File: config.mk
export PLATFORM = sky130hd
export DESIGN_NAME = dpbp_zpath
export DESIGN_NICKNAME = d
export VERILOG_FILES = /design/src/hdl/dpbp_pkg.sv /design/src/hdl/dpbp_zpath.sv
export SDC_FILE = /design/constraint.sdc
export NUM_CORES = 1
export LEC_CHECK = 0
export BUFFER_PORTS_ARGS = -buffer_cell sky130_fd_sc_hd__buf_2
export CORE_AREA = 10 10 192 194
export DETAILED_ROUTE_END_ITERATION = 7
export DIE_AREA = 0 0 202 204
export PLACE_DENSITY = 0.85
export SLEW_MARGIN = 20
export SYNTH_ARGS = -nofsm -noshare
export SYNTH_HDL_FRONTEND = slang
export SYNTH_SLANG_ARGS = --single-unit
File: constraint.sdc
create_clock -name aclk -period 16.6 [get_ports aclk]
set_input_delay 1.66 -clock aclk [delete_from_list [all_inputs] [get_ports aclk]]
set_output_delay 1.66 -clock aclk [all_outputs]
set_load 0.005 [all_outputs]
File: src/hdl/dpbp_pkg.sv
`timescale 1ns / 1ps

package dpbp_pkg;

    // pipeline depth, one register stage per entry
    localparam int NSTAGES = 5;

    // apb register map, word index taken from paddr[4:2]
    localparam int ADDR_W = 5;
    localparam int DATA_W = 32;
    localparam logic [2:0] REG_DEPTH_RECIP = 3'd0;
    localparam logic [2:0] REG_INV_FOCAL_X = 3'd1;
    localparam logic [2:0] REG_INV_FOCAL_Y = 3'd2;
    localparam logic [2:0] REG_CENTER_X    = 3'd3;
    localparam logic [2:0] REG_CENTER_Y    = 3'd4;

    // values after reset: factor 1000, fx 518, fy 519, cx 325.5, cy 253.5
    localparam logic [23:0] RST_DEPTH_RECIP = 24'd16777;
    localparam logic [23:0] RST_INV_FOCAL_X = 24'd32388;
    localparam logic [23:0] RST_INV_FOCAL_Y = 24'd32326;
    localparam logic [15:0] RST_CENTER_X    = 16'd5208;
    localparam logic [15:0] RST_CENTER_Y    = 16'd4056;

    localparam logic [30:0] Z_MAX = 31'h7FFF_FFFF;

    typedef struct packed {
        logic [11:0] col;
        logic [11:0] row;
        logic [15:0] depth;
        logic [7:0]  blue;
        logic [7:0]  green;
        logic [7:0]  red;
    } dpbp_in_t;

    typedef struct packed {
        logic signed [31:0] point_x;
        logic signed [31:0] point_y;
        logic [30:0]        point_z;
        logic [7:0]         out_blue;
        logic [7:0]         out_green;
        logic [7:0]         out_red;
    } dpbp_out_t;

    typedef struct packed {
        logic [23:0] depth_recip;
        logic [23:0] inv_focal_x;
        logic [23:0] inv_focal_y;
        logic [15:0] center_x;
        logic [15:0] center_y;
    } dpbp_cfg_t;

    // per-stage load enables from the pipeline control
    typedef struct packed {
        logic [NSTAGES-1:0] load;
    } dpbp_pipe_t;

endpackage

File: src/hdl/dpbp_zpath.sv
`timescale 1ns / 1ps

module dpbp_zpath (
    input  logic                 aclk,
    input  dpbp_pkg::dpbp_pipe_t pipe,
    input  logic [15:0]          depth,
    input  logic [23:0]          colour,
    input  logic [23:0]          depth_recip,
    output logic [30:0]          z_mid,
    output logic [30:0]          z_out,
    output logic [23:0]          colour_out
);

    logic [39:0] zq0_reg;
    logic [30:0] z1_reg, z2_reg, z3_reg, z4_reg;
    logic [23:0] col0_reg, col1_reg, col2_reg, col3_reg, col4_reg;
    logic [40:0] zsum;
    logic [32:0] zrnd;
    logic [30:0] z1_next;

    // round to q16.16 and clamp to 31 bits
    assign zsum    = {1'b0, zq0_reg} + 41'd128;
    assign zrnd    = zsum[40:8];
    assign z1_next = (zrnd > {2'b0, dpbp_pkg::Z_MAX}) ? dpbp_pkg::Z_MAX : zrnd[30:0];

    always_ff @(posedge aclk) begin
        if (pipe.load[0]) begin
            zq0_reg  <= depth * depth_recip;
            col0_reg <= colour;
        end
        if (pipe.load[1]) begin
            z1_reg   <= z1_next;
            col1_reg <= col0_reg;
        end
        if (pipe.load[2]) begin
            z2_reg   <= z1_reg;
            col2_reg <= col1_reg;
        end
        if (pipe.load[3]) begin
            z3_reg   <= z2_reg;
            col3_reg <= col2_reg;
        end
        if (pipe.load[4]) begin
            z4_reg   <= z3_reg;
            col4_reg <= col3_reg;
        end
    end

    assign z_mid      = z2_reg;
    assign z_out      = z4_reg;
    assign colour_out = col4_reg;

endmodule

# [Yosys cells after proc, flatten, opt, wreduce, memory -nomap -nowiden]
# Index checks and enable logic that the tools add are counted.
[word_totals] reg_bits=284 input_bits=70 out_inout_bits=86 elab_cells=13
[op_classes] addsub=1 mul=1 n_lt_le_gt_ge=1
[ops] operator="$add 40x8->41 const B" count=1
[ops] operator="$mul 16x24->40" count=1
[ops] operator="$gt 33x31->1 const B" count=1

# [Longest topological paths before layout]
[logic_depth] ltp_word=2 ltp_mapped=23 ltp_nobuf=22

# [Worst setup path after synthesis]
# No wires, ideal clock.
[synth_path] path_kind="input port to flip-flop" from="input depth[10]" to="register zq0_reg[25] (data pin)" setup_ps=259 arrival_ps=7183 required_ps=16341 slack_ps=9158 cell_stages=20 path_buffers=1 cell_sequence="clkbuf_1 -> nand2_1 -> fa_1 -> inv_1 -> fa_1 -> fa_1 -> fa_1 -> fa_1 -> inv_1 -> fa_1 -> inv_1 -> ha_1 -> a21o_1 -> a21o_1 -> a2111oi_4 -> a21oi_2 -> a21oi_2 -> o21bai_1 -> a311o_1 -> xor2_1"
[synth_via] elab_chain_len=1
[synth_rtl] item="from (decl)" line_no="dpbp_zpath.sv:6" text="input logic [15:0] depth,"
[synth_rtl] item="$mul 16x24->40" line_no="dpbp_zpath.sv:28" text="zq0_reg <= depth * depth_recip;"
[synth_rtl] item="to (signal assigned)" line_no="dpbp_zpath.sv:28"
[synth_rtl] item="to (decl)" line_no="dpbp_zpath.sv:14" text="logic [39:0] zq0_reg;"
# No other way between the ends.
# A chain may end at the register's enable or synchronous reset.

# [Worst setup path in the final report]
# Ends and elaborated chain as after synthesis.

==> results.sh <==
export IMPL_status="completed"
export IMPL_grt_max_degree=58
export IMPL_hold_path_class="reg -> reg"
export IMPL_largest_register_ffs=33
export IMPL_clkSlewWorstSetupHoldPaths_ps=70
export IMPL_worstMarginPinSlew_ps=938
export IMPL_tns_ps=0
export IMPL_crit_fanout=24
export IMPL_numCtsBuffers=22
export IMPL_h_tree_depth=1
export IMPL_fp_dieH_um=204
export IMPL_synth_cell_types=60
export IMPL_drt_initial_drc_count=856
export IMPL_yosysSeqAreaShare=0.391
export IMPL_wl_um=42900
export IMPL_die_w_um=202
export IMPL_rrSetupSlack_ps=13770
export IMPL_netlist_instances=1808
export IMPL_synth_commonest_cells="inv_1 (367), fa_1 (305), edfxtp_1 (277)"
export IMPL_fin_skew_ps=8.97
export IMPL_synth_warnings=0
export IMPL_crit_type="in -> reg"
export IMPL_rsz0062_at_grt="no"
export IMPL_fillers=2357
export IMPL_core_um2=33100
export IMPL_holdPathStages=0
export IMPL_clk_path_buf_depth=3
export IMPL_maxCapViolCount=0
export IMPL_grtUsageTotal=0.213
export IMPL_viasPerCell=5.36
export IMPL_tritoncts="yes"
export IMPL_grt_pass1_vias=13800
export IMPL_synth_fp_nets=2293
export IMPL_placed_area_um2=22300
export IMPL_io_buffers=155
export IMPL_r2r_start="zq0_reg[8]"
export IMPL_area_growth_pct=8.43
export IMPL_post_cts_buffers=0
export IMPL_synth_seq_cells=277
export IMPL_worstSetupEndpointType="flip-flop"
export IMPL_start_util=0.642
export IMPL_reg2regPathDepth=8
export IMPL_min_period_ps=7430
export IMPL_fp_row_count=67
export IMPL_ant_nets=0
export IMPL_syn_cell_area_um2=21300
export IMPL_synth_ff_type="edfxtp_1"
export IMPL_remaining_drc_errors=0
export IMPL_cts_sinks=277
export IMPL_place_gp_congestion=0.952
export IMPL_setup_violations=0
export IMPL_dr_pass1_iters=5
export IMPL_routed_top_layer="met4"
export IMPL_wl_per_cell_um=18.0
export IMPL_finalCritPeriodShare=0.448
export IMPL_netlist_top_cell_by_area="edfxtp_1"
export IMPL_met2_length_um=20200
export IMPL_reg2reg_to="z1_reg[10]"
export IMPL_vias=12800
export IMPL_grt_pass1_wl_um=70900
export IMPL_diodes=0
export IMPL_met1_length_um=18400
export IMPL_ios=156
export IMPL_maxSlewViolCount=0
export IMPL_syn_avg_cell_area_um2=11.8
export IMPL_global_route_overflow_total=0
export IMPL_hold_buffers=0
export IMPL_antenna_found_initial=0
export IMPL_relSlewSlack=0.361
export IMPL_fin_area_um2=23100
export IMPL_final_layout_size_suffix_gt1_frac=0.114
export IMPL_worst_endpoint_required_ps=16860
export IMPL_min_delay_start="z1_reg[20]"
export IMPL_netlist_top_cells_area="edfxtp_1 (39%), fa_1 (29%), inv_1 (6.5%)"
export IMPL_synth_most_common_cell="inv_1"
export IMPL_synth_edf_count=277
export IMPL_hold_viol=0
export IMPL_insertion_delay_ps=510
export IMPL_fmax_mhz=135
export IMPL_clock_root_buffer="clkbuf_16"
export IMPL_die_area_um2=41200
export IMPL_nets=2407
export IMPL_cp_data_arrival_time_ps=7690
export IMPL_post_cts_resized=0
export IMPL_synth_top_cell_area_share=0.391
export IMPL_hold_path_end="z_mid[20]"
export IMPL_wl_met3_um=3580
export IMPL_startpoint_type="primary input"
export IMPL_hpwl_um=33500
export IMPL_synth_async_reset_ratio=0
==> worst max-delay path, stage by stage <==
cell and delay (ps):
buf_2 400, nand2_1 150, fa_1 550, inv_1 60, fa_1 510, fa_1 530, fa_1 540, fa_1 550
inv_1 60, fa_1 520, inv_1 40, ha_1 360, a21o_1 180, a21o_1 230, a2111oi_4 350, a21oi_2 160
a21oi_2 220, o21bai_1 120, a311o_1 330, xor2_1 150
==> worst max path at each step <==
| stage | from | cells past startpoint | slack (ps) | endpoint |
|---|---|---|---|---|
| global placement | depth[10] | 20 | 8820 | zq0_reg[25] |
| floorplan | depth[10] | 20 | 9160 | zq0_reg[25] |
| global route | depth[10] | 20 | 8900 | zq0_reg[25] |
| finish | depth[10] | 20 | 9170 | zq0_reg[25] |
| detailed placement | depth[10] | 20 | 8630 | zq0_reg[25] |
| CTS | depth[10] | 20 | 9180 | zq0_reg[25] |
==> kinds of logic (layout without fill, tap and decap cells) <==
kind of cell,after synthesis,count (layout),share of synthesized area
compound gates,92,92,0.0314
flops,277,277,0.391
mux,2,2,0.00153
xor+xnor,59,59,0.0243
buf+inv,435,564,0.0787
simple gates,528,528,0.121
fa+ha+maj,415,415,0.352
==> cells in the final DEF, fill, tap and decap left out, types with 6 or more instances in the layout <==
master	Yosys	routed
fa_1	305	305
nor2_1	25	25
o21ai_0	8	8
ha_1	110	110
xor2_1	29	29
and3_1	10	10
edfxtp_1	277	277
clkbuf_16	0	23
nand3_1	18	18
xnor2_1	30	30
and2_1	166	166
inv_1	367	367
a21oi_1	24	24
a21o_1	19	19
nand2_1	270	270
nand2_2	9	9
buf_2	1	153
nor3_1	6	6
==> area by class of cell <==
class | count | area [um^2] | area share
Tap cell | 448 | 561 | 0.0243
Timing Repair Buffer | 158 | 803 | 0.0348
Clock inverter | 15 | 145 | 0.00629
Clock buffer | 24 | 579 | 0.0251
Sequential cell | 277 | 8320 | 0.361
Inverter | 367 | 1380 | 0.0597
Multi-Input combinational cell | 1096 | 11300 | 0.489
==> through the flow <==
stage | hold slack (ps) | std cells | setup slack, ps | util
2_1_floorplan | 400 | 1808 | 9160 | -
3_3_place_gp | 401 | 2346 | 8820 | 0.674
3_5_place_dp | 405 | 2346 | 8630 | 0.674
4_1_cts | 413 | 2385 | 9180 | 0.696
5_1_grt | 413 | 2385 | 8900 | 0.696
6_report | 411 | 2385 | 9170 | 0.696
==> metal layers <==
metal / vias to the layer above / GRT usage
met2: 509 / 0.350
li1: 5834 / -
met1: 6388 / 0.289
met4: 0 / 0.0481
met5: - / 0
met3: 64 / 0.0420
Power is left out: the tool's default activity adds up to more than one toggle a clock period on the data nets, which glitch-free logic cannot reach.
