[src/hdl/dpbp_pkg.sv]
`timescale 1ns / 1ps

package dpbp_pkg;

    // pipeline depth, one register stage per entry
    localparam int NSTAGES = 5;

    // apb register map, word index taken from paddr[4:2]
    localparam int ADDR_W = 5;
    localparam int DATA_W = 32;
    localparam logic [2:0] REG_DEPTH_RECIP = 3'd0;
    localparam logic [2:0] REG_INV_FOCAL_X = 3'd1;
    localparam logic [2:0] REG_INV_FOCAL_Y = 3'd2;
    localparam logic [2:0] REG_CENTER_X    = 3'd3;
    localparam logic [2:0] REG_CENTER_Y    = 3'd4;

    // values after reset: factor 1000, fx 518, fy 519, cx 325.5, cy 253.5
    localparam logic [23:0] RST_DEPTH_RECIP = 24'd16777;
    localparam logic [23:0] RST_INV_FOCAL_X = 24'd32388;
    localparam logic [23:0] RST_INV_FOCAL_Y = 24'd32326;
    localparam logic [15:0] RST_CENTER_X    = 16'd5208;
    localparam logic [15:0] RST_CENTER_Y    = 16'd4056;

    localparam logic [30:0] Z_MAX = 31'h7FFF_FFFF;

    typedef struct packed {
        logic [11:0] col;
        logic [11:0] row;
        logic [15:0] depth;
        logic [7:0]  blue;
        logic [7:0]  green;
        logic [7:0]  red;
    } dpbp_in_t;

    typedef struct packed {
        logic signed [31:0] point_x;
        logic signed [31:0] point_y;
        logic [30:0]        point_z;
        logic [7:0]         out_blue;
        logic [7:0]         out_green;
        logic [7:0]         out_red;
    } dpbp_out_t;

    typedef struct packed {
        logic [23:0] depth_recip;
        logic [23:0] inv_focal_x;
        logic [23:0] inv_focal_y;
        logic [15:0] center_x;
        logic [15:0] center_y;
    } dpbp_cfg_t;

    // per-stage load enables from the pipeline control
    typedef struct packed {
        logic [NSTAGES-1:0] load;
    } dpbp_pipe_t;

endpackage

[src/hdl/dpbp_regs.sv]
`timescale 1ns / 1ps

module dpbp_regs (
    input  logic                          aclk,
    input  logic                          aresetn,
    input  logic                          psel,
    input  logic                          penable,
    input  logic                          pwrite,
    input  logic [dpbp_pkg::ADDR_W-1:0]   paddr,
    input  logic [dpbp_pkg::DATA_W-1:0]   pwdata,
    output logic [dpbp_pkg::DATA_W-1:0]   prdata,
    output logic                          pready,
    output dpbp_pkg::dpbp_cfg_t           cfg
);

    dpbp_pkg::dpbp_cfg_t cfg_reg;
    logic [2:0]          idx;
    logic                wr;

    assign idx    = paddr[4:2];
    assign wr     = psel && penable && pwrite;
    assign pready = 1'b1;
    assign cfg    = cfg_reg;

    always_ff @(posedge aclk) begin
        if (!aresetn) begin
            cfg_reg.depth_recip <= dpbp_pkg::RST_DEPTH_RECIP;
            cfg_reg.inv_focal_x <= dpbp_pkg::RST_INV_FOCAL_X;
            cfg_reg.inv_focal_y <= dpbp_pkg::RST_INV_FOCAL_Y;
            cfg_reg.center_x    <= dpbp_pkg::RST_CENTER_X;
            cfg_reg.center_y    <= dpbp_pkg::RST_CENTER_Y;
        end else if (wr) begin
            unique case (idx)
                dpbp_pkg::REG_DEPTH_RECIP: cfg_reg.depth_recip <= pwdata[23:0];
                dpbp_pkg::REG_INV_FOCAL_X: cfg_reg.inv_focal_x <= pwdata[23:0];
                dpbp_pkg::REG_INV_FOCAL_Y: cfg_reg.inv_focal_y <= pwdata[23:0];
                dpbp_pkg::REG_CENTER_X:    cfg_reg.center_x    <= pwdata[15:0];
                dpbp_pkg::REG_CENTER_Y:    cfg_reg.center_y    <= pwdata[15:0];
                default: ;
            endcase
        end
    end

    // unmapped words read as zero
    always_comb begin
        unique case (idx)
            dpbp_pkg::REG_DEPTH_RECIP: prdata = {8'd0, cfg_reg.depth_recip};
            dpbp_pkg::REG_INV_FOCAL_X: prdata = {8'd0, cfg_reg.inv_focal_x};
            dpbp_pkg::REG_INV_FOCAL_Y: prdata = {8'd0, cfg_reg.inv_focal_y};
            dpbp_pkg::REG_CENTER_X:    prdata = {16'd0, cfg_reg.center_x};
            dpbp_pkg::REG_CENTER_Y:    prdata = {16'd0, cfg_reg.center_y};
            default:                   prdata = '0;
        endcase
    end

endmodule

[config.mk]
export PLATFORM = sky130hd
export DESIGN_NAME = dpbp_regs
export DESIGN_NICKNAME = d
export VERILOG_FILES = /design/src/hdl/dpbp_pkg.sv /design/src/hdl/dpbp_regs.sv
export SDC_FILE = /design/constraint.sdc
export NUM_CORES = 1
export LEC_CHECK = 0
export BUFFER_PORTS_ARGS = -buffer_cell sky130_fd_sc_hd__buf_2
export CAP_MARGIN = 40
export CORE_MARGIN = 1.5
export CORE_UTILIZATION = 46
export CTS_BUF_LIST = sky130_fd_sc_hd__clkbuf_4 sky130_fd_sc_hd__clkbuf_8
export CTS_CLUSTER_DIAMETER = 60
export DETAILED_ROUTE_END_ITERATION = 16
export PLACE_DENSITY = 0.77
export SYNTH_ARGS = -nofsm -noshare
export SYNTH_HDL_FRONTEND = slang
export SYNTH_SLANG_ARGS = --single-unit
[constraint.sdc]
create_clock -name aclk -period 1.2 [get_ports aclk]
set_input_delay 0.12 -clock aclk [delete_from_list [all_inputs] [get_ports aclk]]
set_output_delay 0.12 -clock aclk [all_outputs]
set_load 0.1 [all_outputs]
Word-level counts from Yosys, hierarchy flattened
Index checks and enable logic that the tools add are counted.
{"block": "op_classes", "n_eq_ne": 4, "muxes": 1, "reduce_logical": 8}
{"cell": "$pmux W24 S5", "n": 1}
{"cell": "$reduce_and A2 Y1", "n": 5}
{"cell": "$eq A3 B2 Y1 const B", "n": 2}
{"cell": "$eq A3 B1 Y1 const B", "n": 1}
{"cell": "$eq A3 B3 Y1 const B", "n": 1}
{"cell": "$logic_not A3 Y1", "n": 1}
{"cell": "$logic_and A1 B1 Y1", "n": 2}
{"block": "word_totals", "reg_bits": 104, "input_bits": 42}

Longest topological paths before layout
Gate-level depths: netlist of the first run.
{"block": "depth", "depth_word": 3, "ltp_mapped": 6, "ltp_nobuf": 3}

Least setup slack after synthesis of the first run
No wires, ideal clock.
{"block": "synth_timing", "kind": "register -> output", "start": "register cfg_reg (netlist bit cfg[19])", "end": "output prdata[3] (netlist bit)", "t_arrival_ns": 2.837, "required_ns": 1.080, "setup_slack_ns": -1.757, "stages_incl_launch_ff": 4, "n_path_buf": 0, "cell_sequence": "dfxtp_1 -> mux2_2 -> a22oi_1 -> o22ai_1"}
{"block": "synth_between", "elab_chain_cells": 1}
{"element": "from (decl)", "line": "dpbp_regs.sv:16", "text": "dpbp_pkg::dpbp_cfg_t cfg_reg;"}
{"element": "$pmux W24 S5", "line": "dpbp_regs.sv:46", "text": "unique case (idx)"}
{"element": "to (decl)", "line": "dpbp_regs.sv:11", "text": "output logic [dpbp_pkg::DATA_W-1:0] prdata,"}
Every way passes these cells.

Worst setup path after layout of the first run
{"block": "layout_timing", "start": "register cfg_reg (netlist bit cfg[42])", "end": "output prdata[10] (netlist bit)"}
The elaborated chain is that of the path after synthesis.

==> impl_metrics.tcl, run 1 <==
set metrics [dict create \
    status "finished, violations left" \
    violations "negative setup slack" \
    synth_top_cell_area_share_pct 42.2 \
    cts_tree "yes" \
    die_h_um 107 \
    swShare_pct 34.2 \
    drtIter0Drc 211 \
    ys.flop_type "dfxtp_1" \
    finish.utilization_pct 84.4 \
    cts_buffers 9 \
    yosys.area.top_type "dfxtp_1" \
    final_common_cell "dfxtp_4" \
    cap_violations 0 \
    initial_core_util_pct 47.6 \
    ys_warn_count 0 \
    fin_ws_ns -0.388 \
    crit_buf_inv 1 \
    multi_input_comb_area_um2 3060 \
    r2r-end "cfg[45]$_SDFFE_PN1P_" \
    via_per_inst 5.57 \
    vdd_drop_max_mv 0.592 \
    cp_cell_sequence "mux2_4 -> a22oi_2 -> o22ai_4 -> buf_12" \
    hold_viol_final 0 \
    grt_pass1_wl_mm 26.4 \
    cts.clk_slew.worst_paths_ns 0.11 \
    leakagePower_nw 3.79 \
    die_width_um 107 \
    seqPwrFrac_pct 47.1 \
    finalWirelength_mm 16.7 \
    fin_nets 754 \
    slew_violations 0 \
    dp_slack_ns -0.305 \
    crit_family "flip-flops" \
    first_pass_iters 4 \
    hpwlAfterDp_mm 12.6 \
    grt_pass1_vias 5007 \
    synth-edff-count 0 \
    cts_sinks 104 \
    overflow 0 \
    min_path_cells 3 \
    p_per_area_nw_per_um2 800 \
    min_to "cfg[33]$_SDFFE_PN1P_" \
    rsz0062_at_grt "true" \
    portBuffers 159 \
    hold_class "in2reg" \
    path_class "reg2out" \
    rrSetupSlack_ns 0.39 \
    critPathMaxFanout 3 \
    drt.antenna.violating_nets 0 \
    h-tree-depth 3 \
    synth_area_um2 4930 \
    combPwrFrac_pct 24.7 \
    coreArea_um2 10400 \
    power_frac_clock_pct 28.2 \
    root_buffer "clkbuf_8" \
    reg2reg_depth 3 \
    final_cell_mix "dfxtp_4, buf_4, nand2_1, buf_12, mux2i_1" \
    grt_max_degree 50 \
    p_int_mw 4.60 \
    crit_slowest_cell "dfxtp_4" \
    synthCells 523 \
    layout-drive-gt1-share_pct 61.1 \
    syn2layout_area_growth_pct 77.4 \
    fin_crit_ns 1.59 \
    seqCellArea_um2 2470 \
    avgRoutedWirePerCell_um 19.6 \
    row_count 37 \
    drc_errors 0 \
    rr_startpoint "cfg[45]$_SDFFE_PN1P_" \
    yosysUniqueCellTypes 31 \
    antenna_found_initial 1 \
    endpoint_kind "output port" \
    p_sw_mw 2.39 \
    fin_crit_sh_pct 132 \
    synth.area.top_cells "dfxtp_1, mux2i_1, nand2_1, a22oi_1, mux2_2" \
    min_from "pwdata[1]" \
    clock.fmax_mhz 630 \
    clk_latency_ns 0.37 \
    grtUsageTotal_pct 29.9 \
    max_stage_delay_ns 0.37 \
    cp.arrival_ns 1.47 \
    cts-hold-fix-buffers 0 \
    gp_congestion 0.857 \
    synth_seq_cells 104 \
    finalSetupViolations 24 \
    cts_buffer_depth 2 \
    boundaryPins 179 \
    async_flop_share_pct 0 \
    synth-seq-area-share_pct 42.2 \
    fill_cells 546 \
    dieArea_um2 11300 \
    finClkSkew_ns 0 \
    largest_register_ffs 104 \
    dr_total_vias 4760 \
    worstSetupStartpointType "flop" \
    required_ns 1.08 \
    postSynthAreaPerCell_um2 9.43 \
]
-- how the worst max path moves through the flow --
stage                         start         end  slack (ns)  depth (start not counted)
2_1_floorplan  cfg[45]$_SDFFE_PN1P_  prdata[13]       -0.28                          3
3_3_place_gp               paddr[2]  prdata[13]       -0.24                          5
3_5_place_dp               paddr[2]  prdata[12]       -0.31                          6
4_1_cts        cfg[34]$_SDFFE_PN1P_   prdata[2]       -0.39                          4
5_1_grt        cfg[34]$_SDFFE_PN1P_   prdata[2]       -0.42                          4
6_report       cfg[42]$_SDFFE_PN1P_  prdata[10]       -0.39                          4
-- Yosys cell counts (3+ instances only) --
library cell / count
mux2_2: 24
a22oi_1: 38
buf_2: 11
mux2i_1: 87
buf_1: 3
o211ai_1: 17
nor2b_1: 28
o22ai_1: 16
clkbuf_1: 18
inv_1: 17
nand2_1: 94
buf_6: 7
nor2_1: 8
nand4_1: 3
and3_1: 4
buf_4: 13
nand3_1: 14
dfxtp_1: 104
-- tightest hold or removal path: stages --
cell	delay [ns]
buf_2	0.10
nand3_1	0.06
o211ai_1	0.08
-- power by group through the flow --
stage | combinational [mW] | clock [mW] | sequential [mW]
final | 1.73 | 1.97 | 3.30
after global routing | 1.79 | 2.11 | 3.30
after floorplan | 0.981 | 0 | 3.58
after global placement | 1.66 | 0 | 3.37
after detailed placement | 1.69 | 0 | 3.38
after CTS | 1.72 | 1.99 | 3.30
-- stage by stage --
| stage | instances | setup TNS (ns) | instance area, um2 | power (mW) | hold WS [ns] |
|---|---|---|---|---|---|
| floorplan | 530 | -5.92 | 5920 | 4.56 | 0.252 |
| global placement | 831 | -17.05 | 8340 | 5.03 | 0.388 |
| detailed placement | 831 | -20.50 | 8340 | 5.07 | 0.405 |
| CTS | 852 | -8.82 | 8730 | 7.01 | 0.0240 |
| global route | 853 | -9.22 | 8740 | 7.19 | 0.0466 |
| finish | 854 | -8.46 | 8750 | 7.00 | 0.0281 |
-- repair_timing --
action | 4_1_cts | 5_1_grt
pin swaps | 5 | 5
endpoints found under the setup margin | 75 | 26
setup buffers | 5 | 1
resized for setup | 62 | 3
-- kinds of logic (layout without fill, tap and decap cells) --
group / after synthesis / after routing / share of synthesized area (%)
multiplexers: 111 / 111 / 23.1
buffers and inverters: 71 / 258 / 7.76
AND/OR/NAND/NOR: 162 / 162 / 16.1
other: 2 / 10 / 0.152
flip-flops: 104 / 104 / 42.2
AO/OA/AOI/OAI: 73 / 73 / 10.6
-- layer usage --
metal	track usage, %	wire [um]	up-vias
met2	54.2	8750	189
met3	5.09	991	38
met1	34.5	6540	2322
met4	12.7	437	0
met5	0	0	-
li1	-	-	2211
-- area by class of cell --
cell class / count / share of cell area [%]
Multi-Input combinational cell: 355 / 35.0
Clock buffer: 9 / 1.42
Tap cell: 136 / 1.95
Sequential cell: 104 / 28.3
Antenna cell: 1 / 0.0286
Inverter: 18 / 0.772
Timing Repair Buffer: 224 / 32.0
Clock inverter: 7 / 0.558
Power figures use the tool's default switching activity.
==> inputs of run 2 (changes only) <==
- PLACE_DENSITY: 0.77 -> 0.82
==> run 2 against run 1 <==
Global-route usage is 1.4 points higher. Cell count is 0.70% lower. Setup slack better by 0.0064 ns. Non-clock buffer count is 3 lower. Clock-buffer cell count is 1 higher. Critical endpoint is now prdata[3]. Fmax is 0.40% higher. First-iteration DRC count is 33% higher. Sequential share of layout area is 0.14 points higher. Power is 2.1% higher. The flow still finishes with violations (negative setup slack). Via count is 2.4% higher. Register-to-register slack worse by 0.04 ns.
==> impl_metrics.tcl, run 2 (synthesis gave the netlist of run 1 again) <==
set metrics [dict create \
    status "finished, violations left" \
    violations "negative setup slack" \
    hpwlAfterDp_mm 12.8 \
    cts.clk_slew.worst_paths_ns 0.09 \
    total_power_mw 7.14 \
    layout-drive-gt1-share_pct 61.2 \
    syn2layout_area_growth_pct 76.5 \
    drc_errors 0 \
    portBuffers 159 \
    antennaDiodeCount 0 \
    grt_pass1_vias 5148 \
    boundaryPins 179 \
    via_per_inst 5.75 \
    gp_congestion 0.837 \
    fin_crit_sh_pct 132 \
    cts_buffers 9 \
    fin_crit_ns 1.58 \
    dieArea_um2 11300 \
    fin_ws_ns -0.381 \
    dp_cells 832 \
    clk_latency_ns 0.35 \
    dr_total_vias 4873 \
    coreArea_um2 10400 \
    finClkSkew_ns 0 \
    fin_cells 848 \
    drt.antenna.violating_nets 0 \
    hold_class "in2reg" \
    grt_max_degree 66 \
    cp.arrival_ns 1.46 \
    design_area_um2 8700 \
    grt_pass1_wl_mm 27.4 \
    fin_nets 751 \
    worstSetupStartpointType "flop" \
    die_width_um 107 \
    avgRoutedWirePerCell_um 20.8 \
    slew_violations 0 \
    cts_tree "yes" \
    dp_slack_ns -0.388 \
    initial_core_util_pct 47.6 \
    antenna_found_initial 0 \
    h-tree-depth 3 \
    leakagePower_nw 3.77 \
    grtUsageTotal_pct 31.4 \
    hold_viol_final 0 \
    cap_violations 0 \
    largest_register_ffs 104 \
    first_pass_iters 4 \
    overflow 0 \
    endpoint_kind "output port" \
    finalSetupViolations 24 \
    critPathMaxFanout 2 \
    cts_buffer_depth 2 \
    final_common_cell "dfxtp_4" \
    root_buffer "clkbuf_8" \
    vdd_drop_max_mv 0.616 \
    cts_sinks 104 \
    die_h_um 107 \
    final_cell_mix "dfxtp_4, buf_4, nand2_1" \
    required_ns 1.08 \
    p_per_area_nw_per_um2 821 \
    drtIter0Drc 281 \
    row_count 37 \
    clock.fmax_mhz 632 \
    placed_area_um2 8330 \
    path_class "reg2out" \
    rsz0062_at_grt "true" \
    finalWirelength_mm 17.7 \
]
run 2: report_power, final:
part / leakage [nW] / switching [mW] / internal (mW)
sequential: 0.892 / 0.0339 / 3.26
clock: 0.0914 / 1.13 / 0.960
combinational: 2.79 / 1.16 / 0.595
total: 3.77 / 2.33 / 4.82
run 2: through the flow:
step | utilization (%) | setup TNS, ns | hold WS, ns
detailed placement | 80.4 | -24.63 | 0.399
finish | 83.9 | -8.21 | 0.0269
CTS | 83.8 | -8.44 | 0.0230
floorplan | - | -5.92 | 0.252
global route | 83.9 | -9.20 | 0.0432
global placement | 80.4 | -19.16 | 0.388
run 2: area by class of cell:
type,count,area (um2)
Multi-Input combinational cell,355,3060
Timing Repair Buffer,221,2760
Sequential cell,104,2470
Fill cell,538,1670
Tap cell,136,170
Clock buffer,10,131
Inverter,18,67.6
Clock inverter,4,47.5
run 2: worst paths after layout:
kind | slack [ns] | from | end | cells after the start
max | -0.38 | cfg[35]$_SDFFE_PN0P_ | prdata[3] | 4
min | 0.03 | pwdata[1] | cfg[33]$_SDFFE_PN1P_ | 3
max reg2reg | 0.35 | cfg[19]$_SDFFE_PN1P_ | cfg[19]$_SDFFE_PN1P_ | 3
min reg2reg | 0.49 | cfg[73]$_SDFFE_PN0P_ | cfg[73]$_SDFFE_PN0P_ | 2
run 2: timing repair:
action                                  CTS  global route
resized for setup                        59             4
setup buffers                             2             0
pin swaps                                 1             7
endpoints found under the setup margin   74            25
hold buffers                              0             0
run 2: worst max-delay path: stages, from the launching register on:
cell and delay, ns:
dfxtp_4 0.35, mux2_4 0.26, a22oi_2 0.20, o22ai_4 0.12
buf_12 0.18
run 2: metal layers:
| layer | up-vias | part of all wire [%] | global-route usage (%) |
|---|---|---|---|
| met2 | 256 | 51 | 55.9 |
| li1 | 2184 | - | - |
| met3 | 54 | 7.6 | 6.81 |
| met1 | 2379 | 38 | 35.5 |
| met4 | 0 | 3.3 | 14.8 |
| met5 | - | 0 | 0 |
