### config.mk
export PLATFORM = sky130hd
export DESIGN_NAME = dpbp_ctrl
export DESIGN_NICKNAME = d
export VERILOG_FILES = /design/src/hdl/dpbp_pkg.sv /design/src/hdl/dpbp_ctrl.sv
export SDC_FILE = /design/constraint.sdc
export NUM_CORES = 1
export LEC_CHECK = 0
export BUFFER_PORTS_ARGS = -buffer_cell sky130_fd_sc_hd__clkbuf_2
export CAP_MARGIN = 5
export CORE_AREA = 2 2 39 41
export DETAILED_ROUTE_END_ITERATION = 6
export DIE_AREA = 0 0 41 43
export GPL_ROUTABILITY_DRIVEN = 0
export PLACE_DENSITY_LB_ADDON = 0.1
export SYNTH_ARGS = -nofsm -noshare
export SYNTH_HDL_FRONTEND = slang
export SYNTH_SLANG_ARGS = --single-unit
### constraint.sdc
create_clock -name aclk -period 1.45 [get_ports aclk]
set_clock_uncertainty 0.2 [all_clocks]
set_input_delay 0.2175 -clock aclk [delete_from_list [all_inputs] [get_ports aclk]]
set_output_delay 0.2175 -clock aclk [all_outputs]
set_load 0.01 [all_outputs]
### src/hdl/dpbp_pkg.sv
`timescale 1ns / 1ps

package dpbp_pkg;

    // pipeline depth, one register stage per entry
    localparam int NSTAGES = 5;

    // apb register map, word index taken from paddr[4:2]
    localparam int ADDR_W = 5;
    localparam int DATA_W = 32;
    localparam logic [2:0] REG_DEPTH_RECIP = 3'd0;
    localparam logic [2:0] REG_INV_FOCAL_X = 3'd1;
    localparam logic [2:0] REG_INV_FOCAL_Y = 3'd2;
    localparam logic [2:0] REG_CENTER_X    = 3'd3;
    localparam logic [2:0] REG_CENTER_Y    = 3'd4;

    // values after reset: factor 1000, fx 518, fy 519, cx 325.5, cy 253.5
    localparam logic [23:0] RST_DEPTH_RECIP = 24'd16777;
    localparam logic [23:0] RST_INV_FOCAL_X = 24'd32388;
    localparam logic [23:0] RST_INV_FOCAL_Y = 24'd32326;
    localparam logic [15:0] RST_CENTER_X    = 16'd5208;
    localparam logic [15:0] RST_CENTER_Y    = 16'd4056;

    localparam logic [30:0] Z_MAX = 31'h7FFF_FFFF;

    typedef struct packed {
        logic [11:0] col;
        logic [11:0] row;
        logic [15:0] depth;
        logic [7:0]  blue;
        logic [7:0]  green;
        logic [7:0]  red;
    } dpbp_in_t;

    typedef struct packed {
        logic signed [31:0] point_x;
        logic signed [31:0] point_y;
        logic [30:0]        point_z;
        logic [7:0]         out_blue;
        logic [7:0]         out_green;
        logic [7:0]         out_red;
    } dpbp_out_t;

    typedef struct packed {
        logic [23:0] depth_recip;
        logic [23:0] inv_focal_x;
        logic [23:0] inv_focal_y;
        logic [15:0] center_x;
        logic [15:0] center_y;
    } dpbp_cfg_t;

    // per-stage load enables from the pipeline control
    typedef struct packed {
        logic [NSTAGES-1:0] load;
    } dpbp_pipe_t;

endpackage

### src/hdl/dpbp_ctrl.sv
`timescale 1ns / 1ps

module dpbp_ctrl (
    input  logic                 aclk,
    input  logic                 aresetn,
    input  logic                 s_valid,
    input  logic                 s_keep,
    output logic                 s_ready,
    output logic                 m_valid,
    input  logic                 m_ready,
    output dpbp_pkg::dpbp_pipe_t pipe
);

    logic [dpbp_pkg::NSTAGES-1:0] valid_reg;
    logic [dpbp_pkg::NSTAGES-1:0] valid_next;
    logic [dpbp_pkg::NSTAGES:0]   rdy;

    // a stage may load when it is empty or its word moves on
    always_comb begin
        rdy[dpbp_pkg::NSTAGES] = m_ready;
        for (int k = dpbp_pkg::NSTAGES - 1; k >= 0; k--) begin
            rdy[k] = !valid_reg[k] || rdy[k+1];
        end
    end

    always_comb begin
        valid_next[0] = rdy[0] ? (s_valid && s_keep) : valid_reg[0];
        for (int k = 1; k < dpbp_pkg::NSTAGES; k++) begin
            valid_next[k] = rdy[k] ? valid_reg[k-1] : valid_reg[k];
        end
    end

    always_ff @(posedge aclk) begin
        if (!aresetn) begin
            valid_reg <= '0;
        end else begin
            valid_reg <= valid_next;
        end
    end

    assign pipe.load = rdy[dpbp_pkg::NSTAGES-1:0];
    assign s_ready   = rdy[0];
    assign m_valid   = valid_reg[dpbp_pkg::NSTAGES-1];

endmodule

Word-level counts from Yosys, hierarchy flattened
Index checks and enable logic that the tools add are counted.

Reduce and logical (&&, ||, !) cells: 11.

Operator list (number): zero test 1 bit (5); logical OR 1 bit (5); logical AND 1 bit (1).

Bits in registers: 5.

Depth between registers and ports, before layout
Gate-level depths: netlist of the first run.

Depth in word-level cells: 6. Depth in mapped cells: 3.

Least setup slack after synthesis of the first run
No wires, ideal clock.

Path type: register to output. Start point: register valid_reg[4] (netlist bit). End point: output port pipe[0] (netlist bit). Arrival: 0.980 ns. Data required time: 1.033 ns. Setup slack: 0.052 ns. Stages on the path, launching flop included: 4. Path through: dfxtp_1 and4b_2 nand3_1 buf_4.

Longest elaborated chain between the ends: 6.

Ends and longest elaborated chain: from (decl) (line dpbp_ctrl.sv:14) `logic [dpbp_pkg::NSTAGES-1:0] valid_reg;`; from (signal assigned) (line dpbp_ctrl.sv:37) `valid_reg <= valid_next;`; zero test 1 bit (line dpbp_ctrl.sv:22) `rdy[k] = !valid_reg[k] || rdy[k+1];`; logical OR 1 bit (5 in series) (line dpbp_ctrl.sv:22); to (decl) (line dpbp_ctrl.sv:11) `output dpbp_pkg::dpbp_pipe_t pipe`.

Every way passes these cells.

Worst setup path after layout of the first run
Start point: register valid_reg[2] (netlist bit). End point: output port s_ready.

Longest elaborated chain between the ends: 4.

Ends and longest elaborated chain: zero test 1 bit (line dpbp_ctrl.sv:22); logical OR 1 bit (3 in series) (line dpbp_ctrl.sv:22); to (decl) (line dpbp_ctrl.sv:8) `output logic s_ready,`.

Every way passes these cells.

==> results of run 1 <==
[cell usage after synthesis]
master   number  area [µm²]
inv_2         1        3.75
o21ai_1       1        5.00
nand3_1       3        15.0
and3b_2       1        10.0
and2b_2       1        8.76
dfxtp_1       5         100
o21ai_2       1        8.76
nand2_1       3        11.3
inv_1         2        7.51
o21a_1        3        22.5
buf_4         1        7.51
and4b_2       1        11.3
[metal layers]
layer | vias up | share of wire (%) | track usage [%]
li1 | 109 | - | -
met1 | 94 | 43 | 7.77
met2 | 13 | 43 | 10.0
met3 | 0 | 14 | 9.42
met4 | 0 | 0 | 6.00
met5 | - | 0 | 0
[power by group]
group / switching, mW / leakage [nW] / total [mW] / internal, mW
combinational: 0.00590 / 0.0826 / 0.0129 / 0.00700
clock: 0.0596 / 0.0150 / 0.164 / 0.104
sequential: 0.00264 / 0.0421 / 0.144 / 0.141
[repair_timing]
action,CTS,global route
buffers inserted,1,0
pin swaps,3,0
resized for setup,4,2
endpoints found under the setup margin,4,4
[metrics by stage]
step / setup TNS (ps) / worst slack, ps / total power [mW] / hold WS [ps] / util, %
2_1_floorplan: 0 / 52.1 / 0.149 / 135 / -
3_3_place_gp: 0 / 153 / 0.158 / 250 / 20.2
3_5_place_dp: 0 / 148 / 0.159 / 269 / 20.2
4_1_cts: -113 / -45.9 / 0.330 / 10.9 / 23.2
5_1_grt: -334 / -107 / 0.344 / 21.0 / 23.7
6_report: -79.7 / -34.5 / 0.320 / 15.3 / 23.7
[final cells by class]
cell class                      count  share of cell area, %
Sequential cell                     5                   31.7
Multi-Input combinational cell     14                   29.8
Timing Repair Buffer               12                   21.0
Clock buffer                        4                   8.02
Tap cell                           16                   6.11
Inverter                            3                   3.44
[worst reg2reg max path, stage by stage (launching register included)]
cell,delay (ps)
dfxtp_2,320
and4b_2,290
inv_2,60
buf_4,130
o21ai_1,120
[path summary, 6_finish.rpt]
path | from | endpoint | slack, ps | cells past startpoint
worst max register to register | valid_reg[2]$_SDFFE_PN0P_ | valid_reg[0]$_SDFFE_PN0P_ | 260 | 4
worst min register to register | valid_reg[2]$_SDFFE_PN0P_ | valid_reg[3]$_SDFFE_PN0P_ | 270 | 1
worst min-delay path | s_keep | valid_reg[0]$_SDFFE_PN0P_ | 20 | 3
worst max-delay path | valid_reg[2]$_SDFFE_PN0P_ | s_ready | -30 | 3
[layout by cell type (no fill, tap or decap), types with 2 or more instances in the layout]
master	count
nand2_1	3
clkbuf_4	3
inv_1	2
dfxtp_1	2
dfxtp_2	3
clkbuf_2	10
o21a_1	3
nand3_1	2
[cell families (layout without fill, tap and decap cells)]
family,after synthesis,after routing
simple gates,9,9
compound gates,5,5
flops,5,5
buf+inv,4,19
==> results.py, run 1 <==
metrics = {
    "outcome": {
        "status": "finished with violations",
        "violations": "setup timing",
    },
    "place": {
        "place_area_um2": 279,
        "dp.cells": 49,
        "portBuffers": 11,
        "dpl.hpwl_um": 369,
    },
    "critical_path": {
        "start_kind": "flop",
        "critPathMaxFanout": 4,
        "critPathKind": "flop to output pin",
        "required_ps": 1030,
        "critical_path_buf_inv_count": 1,
        "slowest_delay_ps": 320,
        "critical_path_arrival_ps": 1070,
        "crit_chain": "and4b_2 -> nand3_2 -> clkbuf_2",
        "endpoint_kind": "output pin",
        "cp_slowest_cell": "dfxtp_2",
        "cp_top_family": "simple AND/OR/NAND/NOR gates",
    },
    "layout": {
        "antenna_cells": 0,
        "fin_cells": 54,
        "fillers": 162,
        "drive_above_1_share_pct": 63.2,
        "fin_area_um2": 328,
        "regArea_um2": 104,
        "area_growth_pct": 55.0,
        "num-nets-final": 44,
        "largest_reg_flops": 5,
        "multiInputGateArea_um2": 97.6,
    },
    "timing": {
        "fin_crit_ps": 1480,
        "setup_viol": 3,
        "slew_viol_final": 0,
        "fmax_ghz": 0.674,
        "finalHoldViolCount": 0,
        "rsz0062_at_grt": "yes",
        "slew_headroom_pct": 88.3,
        "setup_slack_ps": -34.5,
        "tightest_slew_ps": 175,
        "period_share_pct": 102,
    },
    "synth": {
        "synth_cell_type_count": 12,
        "syn_area_per_cell_um2": 9.19,
        "synth-xor-area-share_pct": 0,
        "muxShareOfSynthArea_pct": 0,
        "ys_seq_elements": 5,
        "netlist_area_um2": 211,
        "yosysSeqAreaShare_pct": 47.3,
        "yosys_warnings": 0,
        "synth_compound_area_share_pct": 17.2,
        "yosys.area_share.simple_pct": 26.6,
        "synth_cells": 23,
        "synth_top_family_by_area": "simple AND/OR/NAND/NOR gates",
        "yosys.area_share.adder_pct": 0,
        "syn-num-nets": 28,
    },
    "pwr": {
        "leakage_nw": 0.140,
        "ir_drop_uv": 418,
        "p_per_area_nw_per_um2": 977,
    },
    "cts": {
        "cts_buffers": 3,
        "hold_buffers": 0,
        "h-tree-depth": 1,
        "cts_buffer_depth": 2,
        "cts_tree": "yes",
        "clkLatencyLatePin_ps": 240,
        "clkSinkCount": 5,
        "clock-root-buffer": "clkbuf_4",
        "clkTransAtPathRegs_ps": 50,
    },
    "floorplanning": {
        "core_area_um2": 1380,
        "initial_core_util_pct": 15.3,
        "die_w_um": 41,
        "rows": 14,
        "pin_count": 12,
        "die_h_um": 43,
        "dieArea_um2": 1760,
    },
    "detailed_routing": {
        "dr.pass1.iters": 1,
        "wire_per_inst_um": 9.00,
        "routed_wl_um": 486,
        "ant_nets": 0,
        "drt_iter0_markers": 0,
        "drt-vias-per-instance": 4.00,
        "drc": 0,
        "dr_total_vias": 216,
    },
    "grt": {
        "overflow": 0,
        "grt_first_pass_wirelength_um": 862,
        "first_global_vias": 207,
        "grt_max_degree": 8,
        "grt.total_usage_pct": 8.35,
        "antenna_found_initial": 0,
    },
    "min_path": {
        "hp-class": "input port to flop",
    },
    "run": {
        "maxCapViolations": 0,
    },
}
Note: power is estimated with default switching activity, not from simulation.
==> inputs of run 2 (changes only) <==
Settings changed: TNS_END_PERCENT from default to 5.
==> run 2 against run 1 <==
  * The flow still finishes with violations (setup timing)
  * Combinational power is essentially flat
  * Clock power about the same
  * Critical path depth unchanged
  * Register-to-register slack improved by 120 ps
  * Sequential power about the same
  * Fmax grew 0.15%
  * Power is essentially flat
  * Global-route usage is 0.20 points lower
  * Flip-flop and latch count unchanged
==> results.py, run 2 (same netlist as run 1, synthesis figures left out) <==
metrics = {
    "timing": {
        "period_share_pct": 102,
        "slew_headroom_pct": 88.6,
        "slew_viol_final": 0,
        "finalHoldViolCount": 0,
        "setup_slack_ps": -32.3,
        "fin_setup_tns_ps": -85.2,
        "fin_crit_ps": 1480,
        "tightest_slew_ps": 171,
        "setup_viol": 4,
        "fmax_ghz": 0.675,
        "rsz0062_at_grt": "yes",
    },
    "cts": {
        "cts_buffers": 3,
        "h-tree-depth": 1,
        "clkLatencyLatePin_ps": 240,
        "cts_buffer_depth": 2,
        "post-cts-setup-buffers": 0,
        "hold_buffers": 0,
        "clkTransAtPathRegs_ps": 50,
        "clkSinkCount": 5,
        "cts_tree": "yes",
        "clock-root-buffer": "clkbuf_4",
    },
    "layout": {
        "drive_above_1_share_pct": 62.2,
        "fillers": 161,
        "multiInputGateArea_um2": 97.6,
        "area_growth_pct": 48.5,
        "layout_commonest_cell": "clkbuf_2",
        "final_cell_mix": "11 x clkbuf_2, 3 x nand2_1, 3 x o21a_1, 3 x clkbuf_4, 3 x dfxtp_2",
        "num-nets-final": 43,
        "largest_reg_flops": 5,
        "regArea_um2": 104,
        "antenna_cells": 0,
    },
    "grt": {
        "first_global_vias": 197,
        "antenna_found_initial": 0,
        "grt_first_pass_wirelength_um": 834,
        "grt.total_usage_pct": 8.15,
        "grt_max_degree": 8,
        "overflow": 0,
    },
    "critical_path": {
        "endpoint_kind": "output pin",
        "reg2reg_slack_ps": 380,
        "reg2reg_depth": 2,
        "start_kind": "flop",
        "r2r-end": "valid_reg[2]$_SDFFE_PN0P_",
        "required_ps": 1030,
        "critPathMaxFanout": 4,
        "rr_startpoint": "valid_reg[2]$_SDFFE_PN0P_",
        "critPathKind": "flop to output pin",
        "critical_path_arrival_ps": 1060,
    },
    "detailed_routing": {
        "dr_total_vias": 214,
        "drc": 0,
        "wire_per_inst_um": 9.02,
        "routed_wl_um": 478,
        "drt-vias-per-instance": 4.04,
        "ant_nets": 0,
        "dr.pass1.iters": 1,
        "drt_iter0_markers": 0,
    },
    "floorplanning": {
        "core_area_um2": 1380,
        "pin_count": 12,
        "initial_core_util_pct": 15.3,
        "rows": 14,
        "dieArea_um2": 1760,
        "die_h_um": 43,
        "die_w_um": 41,
    },
    "min_path": {
        "hold_end": "valid_reg[0]$_SDFFE_PN0P_",
        "hp-class": "input port to flop",
        "min_from": "s_keep",
        "min_path_cells": 3,
    },
    "run": {
        "maxCapViolations": 0,
    },
    "pwr": {
        "p_total_mw": 0.320,
        "leakage_nw": 0.133,
        "p_per_area_nw_per_um2": 1020,
        "ir_drop_uv": 419,
    },
    "place": {
        "dpl.hpwl_um": 369,
        "pre_cts_ws_ps": 148,
        "portBuffers": 11,
    },
    "outcome": {
        "status": "finished with violations",
        "violations": "setup timing",
    },
}
==> run 2: changes by cell type in the layout (fill, tap and decap cells not counted), sizes merged <==
cell,change
clkbuf,+1
buf,-2
==> run 2: area by class of cell <==
| type | instances | area share, % |
|---|---|---|
| clock buffers | 4 | 8.37 |
| well taps | 16 | 6.37 |
| repair buffers | 11 | 17.5 |
| multi-input cells | 14 | 31.1 |
| flip-flops and latches | 5 | 33.1 |
| inverters | 3 | 3.59 |
==> run 2: layer usage <==
layer | wire length, µm | global-route usage (%) | vias up | share of wire [%]
met3 | 68 | 9.42 | 0 | 14
li1 | - | - | 107 | -
met4 | 0 | 6.00 | 0 | 0
met5 | 0 | 0 | - | 0
met1 | 209 | 7.44 | 94 | 44
met2 | 200 | 9.69 | 13 | 42
==> run 2: where the power goes <==
| group | total (mW) | switching [mW] | internal, mW |
|---|---|---|---|
| combinational | 0.0129 | 0.00588 | 0.00700 |
| sequential | 0.144 | 0.00270 | 0.141 |
| clock | 0.164 | 0.0596 | 0.104 |
==> run 2: worst max-delay path by stage <==
| stage | cells past startpoint | slack [ps] | endpoint | start |
|---|---|---|---|---|
| after floorplan | 3 | 50 | pipe[0] | valid_reg[4]$_SDFFE_PN0P_ |
| after global placement | 4 | 150 | s_ready | m_ready |
| after detailed placement | 3 | 150 | s_ready | valid_reg[4]$_SDFFE_PN0P_ |
| after CTS | 3 | -50 | s_ready | valid_reg[2]$_SDFFE_PN0P_ |
| after global routing | 3 | -110 | s_ready | valid_reg[2]$_SDFFE_PN0P_ |
| final | 3 | -30 | s_ready | valid_reg[2]$_SDFFE_PN0P_ |
==> run 2: repair_timing <==
action                                 in CTS  in global routing
setup endpoints to repair                   4                  4
pin swaps                                   3                  0
endpoints found under the hold margin       0                  0
resized for setup                           4                  0
==> run 2: through the flow <==
| step | hold WS (ps) | instance area [µm²] | instances | utilization, % |
|---|---|---|---|---|
| global placement | 250 | 279 | 49 | 20.2 |
| detailed placement | 269 | 279 | 49 | 20.2 |
| floorplan | 135 | 211 | 23 | - |
| CTS | 10.9 | 314 | 53 | 22.7 |
| finish | 14.3 | 314 | 53 | 22.7 |
| global route | 19.0 | 314 | 53 | 22.7 |
==> run 2: critical path, cell delays in order, from the launching register on <==
cell and delay [ps]:
dfxtp_2 320, and4b_2 290, nand3_2 80, clkbuf_2 130
==> inputs of run 3 (changes only) <==
Settings changed: MAX_ROUTING_LAYER from default to met4.
==> run 3 against run 2 <==
  * The run still ends with setup timing left
  * Power is essentially flat
  * Flip-flop and latch count is the same
  * Fmax is essentially flat
  * Critical path depth is the same
  * Count of clock-buffer cells in the layout is the same
  * Worst setup slack is essentially flat
  * Hold slack is essentially flat
  * Die area is the same
  * Cell count is the same
  * Cell area is the same
  * Sequential share of layout area is the same
  * Critical path type unchanged
  * Highest routed layer unchanged
==> results.py, run 3 (same netlist as run 1, synthesis figures left out) <==
metrics = {
    "pwr": {
        "p_per_area_nw_per_um2": 1020,
        "p_total_mw": 0.320,
        "leakage_nw": 0.133,
        "ir_drop_uv": 419,
    },
    "cts": {
        "clkTransAtPathRegs_ps": 50,
        "cts_tree": "yes",
        "clkSinkCount": 5,
        "post-cts-setup-buffers": 0,
        "clock-root-buffer": "clkbuf_4",
        "cts_buffer_depth": 2,
        "clkLatencyLatePin_ps": 240,
        "h-tree-depth": 1,
        "cts_buffers": 3,
    },
    "layout": {
        "largest_reg_flops": 5,
        "fillers": 161,
        "drive_above_1_share_pct": 62.2,
        "post-route-util_pct": 22.7,
        "fin_area_um2": 314,
        "fin_cells": 53,
        "final_cell_mix": "11 x clkbuf_2, 3 x nand2_1, 3 x o21a_1, 3 x clkbuf_4, 3 x dfxtp_2",
        "antenna_cells": 0,
        "area_growth_pct": 48.5,
        "num-nets-final": 43,
        "layout_commonest_cell": "clkbuf_2",
    },
    "floorplanning": {
        "die_h_um": 43,
        "initial_core_util_pct": 15.3,
        "die_w_um": 41,
        "pin_count": 12,
        "dieArea_um2": 1760,
        "core_area_um2": 1380,
        "rows": 14,
    },
    "timing": {
        "rsz0062_at_grt": "yes",
        "slew_viol_final": 0,
        "period_share_pct": 102,
        "tightest_slew_ps": 171,
        "slew_headroom_pct": 88.6,
        "setup_slack_ps": -32.3,
        "finalHoldViolCount": 0,
        "setup_viol": 4,
        "fin_crit_ps": 1480,
        "fmax_ghz": 0.675,
    },
    "grt": {
        "first_global_vias": 199,
        "grt_max_degree": 8,
        "antenna_found_initial": 0,
        "grt.total_usage_pct": 8.04,
        "grt_first_pass_wirelength_um": 828,
        "overflow": 0,
    },
    "outcome": {
        "violations": "setup timing",
        "status": "finished with violations",
    },
    "critical_path": {
        "r2r-end": "valid_reg[2]$_SDFFE_PN0P_",
        "reg2reg_slack_ps": 380,
        "endpoint": "s_ready",
        "critical_path_buf_inv_count": 1,
        "critical_path_arrival_ps": 1060,
        "worst-path-stages": 3,
        "endpoint_kind": "output pin",
        "required_ps": 1030,
        "critPathMaxFanout": 4,
        "cp-startpoint": "valid_reg[2]$_SDFFE_PN0P_",
        "reg2reg_depth": 2,
        "slowest_delay_ps": 320,
        "crit_chain": "and4b_2 -> nand3_2 -> clkbuf_2",
        "cp_top_family": "simple AND/OR/NAND/NOR gates",
        "cp_slowest_cell": "dfxtp_2",
        "rr_startpoint": "valid_reg[2]$_SDFFE_PN0P_",
        "start_kind": "flop",
        "critPathKind": "flop to output pin",
    },
    "detailed_routing": {
        "routed_wl_um": 478,
        "drt_iter0_markers": 0,
        "wire_per_inst_um": 9.02,
        "drt-vias-per-instance": 4.04,
        "dr_total_vias": 214,
        "ant_nets": 0,
        "dr.pass1.iters": 1,
        "drc": 0,
    },
    "place": {
        "dpl.hpwl_um": 369,
        "dp.cells": 49,
        "place_area_um2": 279,
        "portBuffers": 11,
    },
    "min_path": {
        "hp-class": "input port to flop",
    },
    "run": {
        "maxCapViolations": 0,
    },
}
==> run 3: metrics by stage <==
stage	TNS (ps)	hold slack (ps)	worst slack [ps]
after floorplan	0	135	52.1
after global placement	0	250	153
after detailed placement	0	269	148
after CTS	-134	10.9	-45.9
after global routing	-333	24.2	-102
final	-85.4	14.3	-32.3
==> run 3: repair_timing <==
action	4_1_cts	5_1_grt
pin swaps	3	0
setup endpoints to repair	4	4
hold buffers	0	0
gates resized for setup	4	0
==> run 3: worst min path at each step <==
stage / startpoint / endpoint / slack (ps) / depth (start not counted)
after global routing: s_keep / valid_reg[0]$_SDFFE_PN0P_ / 20 / 3
after floorplan: aresetn / valid_reg[1]$_SDFFE_PN0P_ / 130 / 2
after detailed placement: valid_reg[0]$_SDFFE_PN0P_ / valid_reg[1]$_SDFFE_PN0P_ / 270 / 2
after CTS: s_keep / valid_reg[0]$_SDFFE_PN0P_ / 10 / 3
final: s_keep / valid_reg[0]$_SDFFE_PN0P_ / 10 / 3
after global placement: s_keep / valid_reg[0]$_SDFFE_PN0P_ / 250 / 3
==> run 3: cell type report <==
cell class	count	area (µm²)	area share, %
Sequential cell	5	104	33.1
Tap cell	16	20.0	6.37
Clock buffer	4	26.3	8.37
Timing Repair Buffer	11	55.1	17.5
Multi-Input combinational cell	14	97.6	31.1
Inverter	3	11.3	3.59
==> run 3: routing by layer <==
metal | GRT usage [%] | up-vias | part of all wire [%]
met1 | 7.44 | 94 | 44
met5 | - | - | 0
met4 | 6.00 | 0 | 0
met3 | 7.85 | 0 | 15
li1 | - | 107 | -
met2 | 9.69 | 13 | 41
==> run 3: where the power goes <==
group	switching, mW	total (mW)	leakage, nW	internal [mW]
Clock	0.0596	0.164	0.0150	0.104
Sequential	0.00270	0.144	0.0421	0.141
Combinational	0.00588	0.0129	0.0762	0.00699
Total	0.0681	0.320	0.133	0.252
==> run 3: worst min-delay path, delay by kind of cell <==
| kind | cells | cell delay, ps |
|---|---|---|
| simple gates | 1 | 60 |
| buf+inv | 1 | 80 |
| compound gates | 1 | 60 |
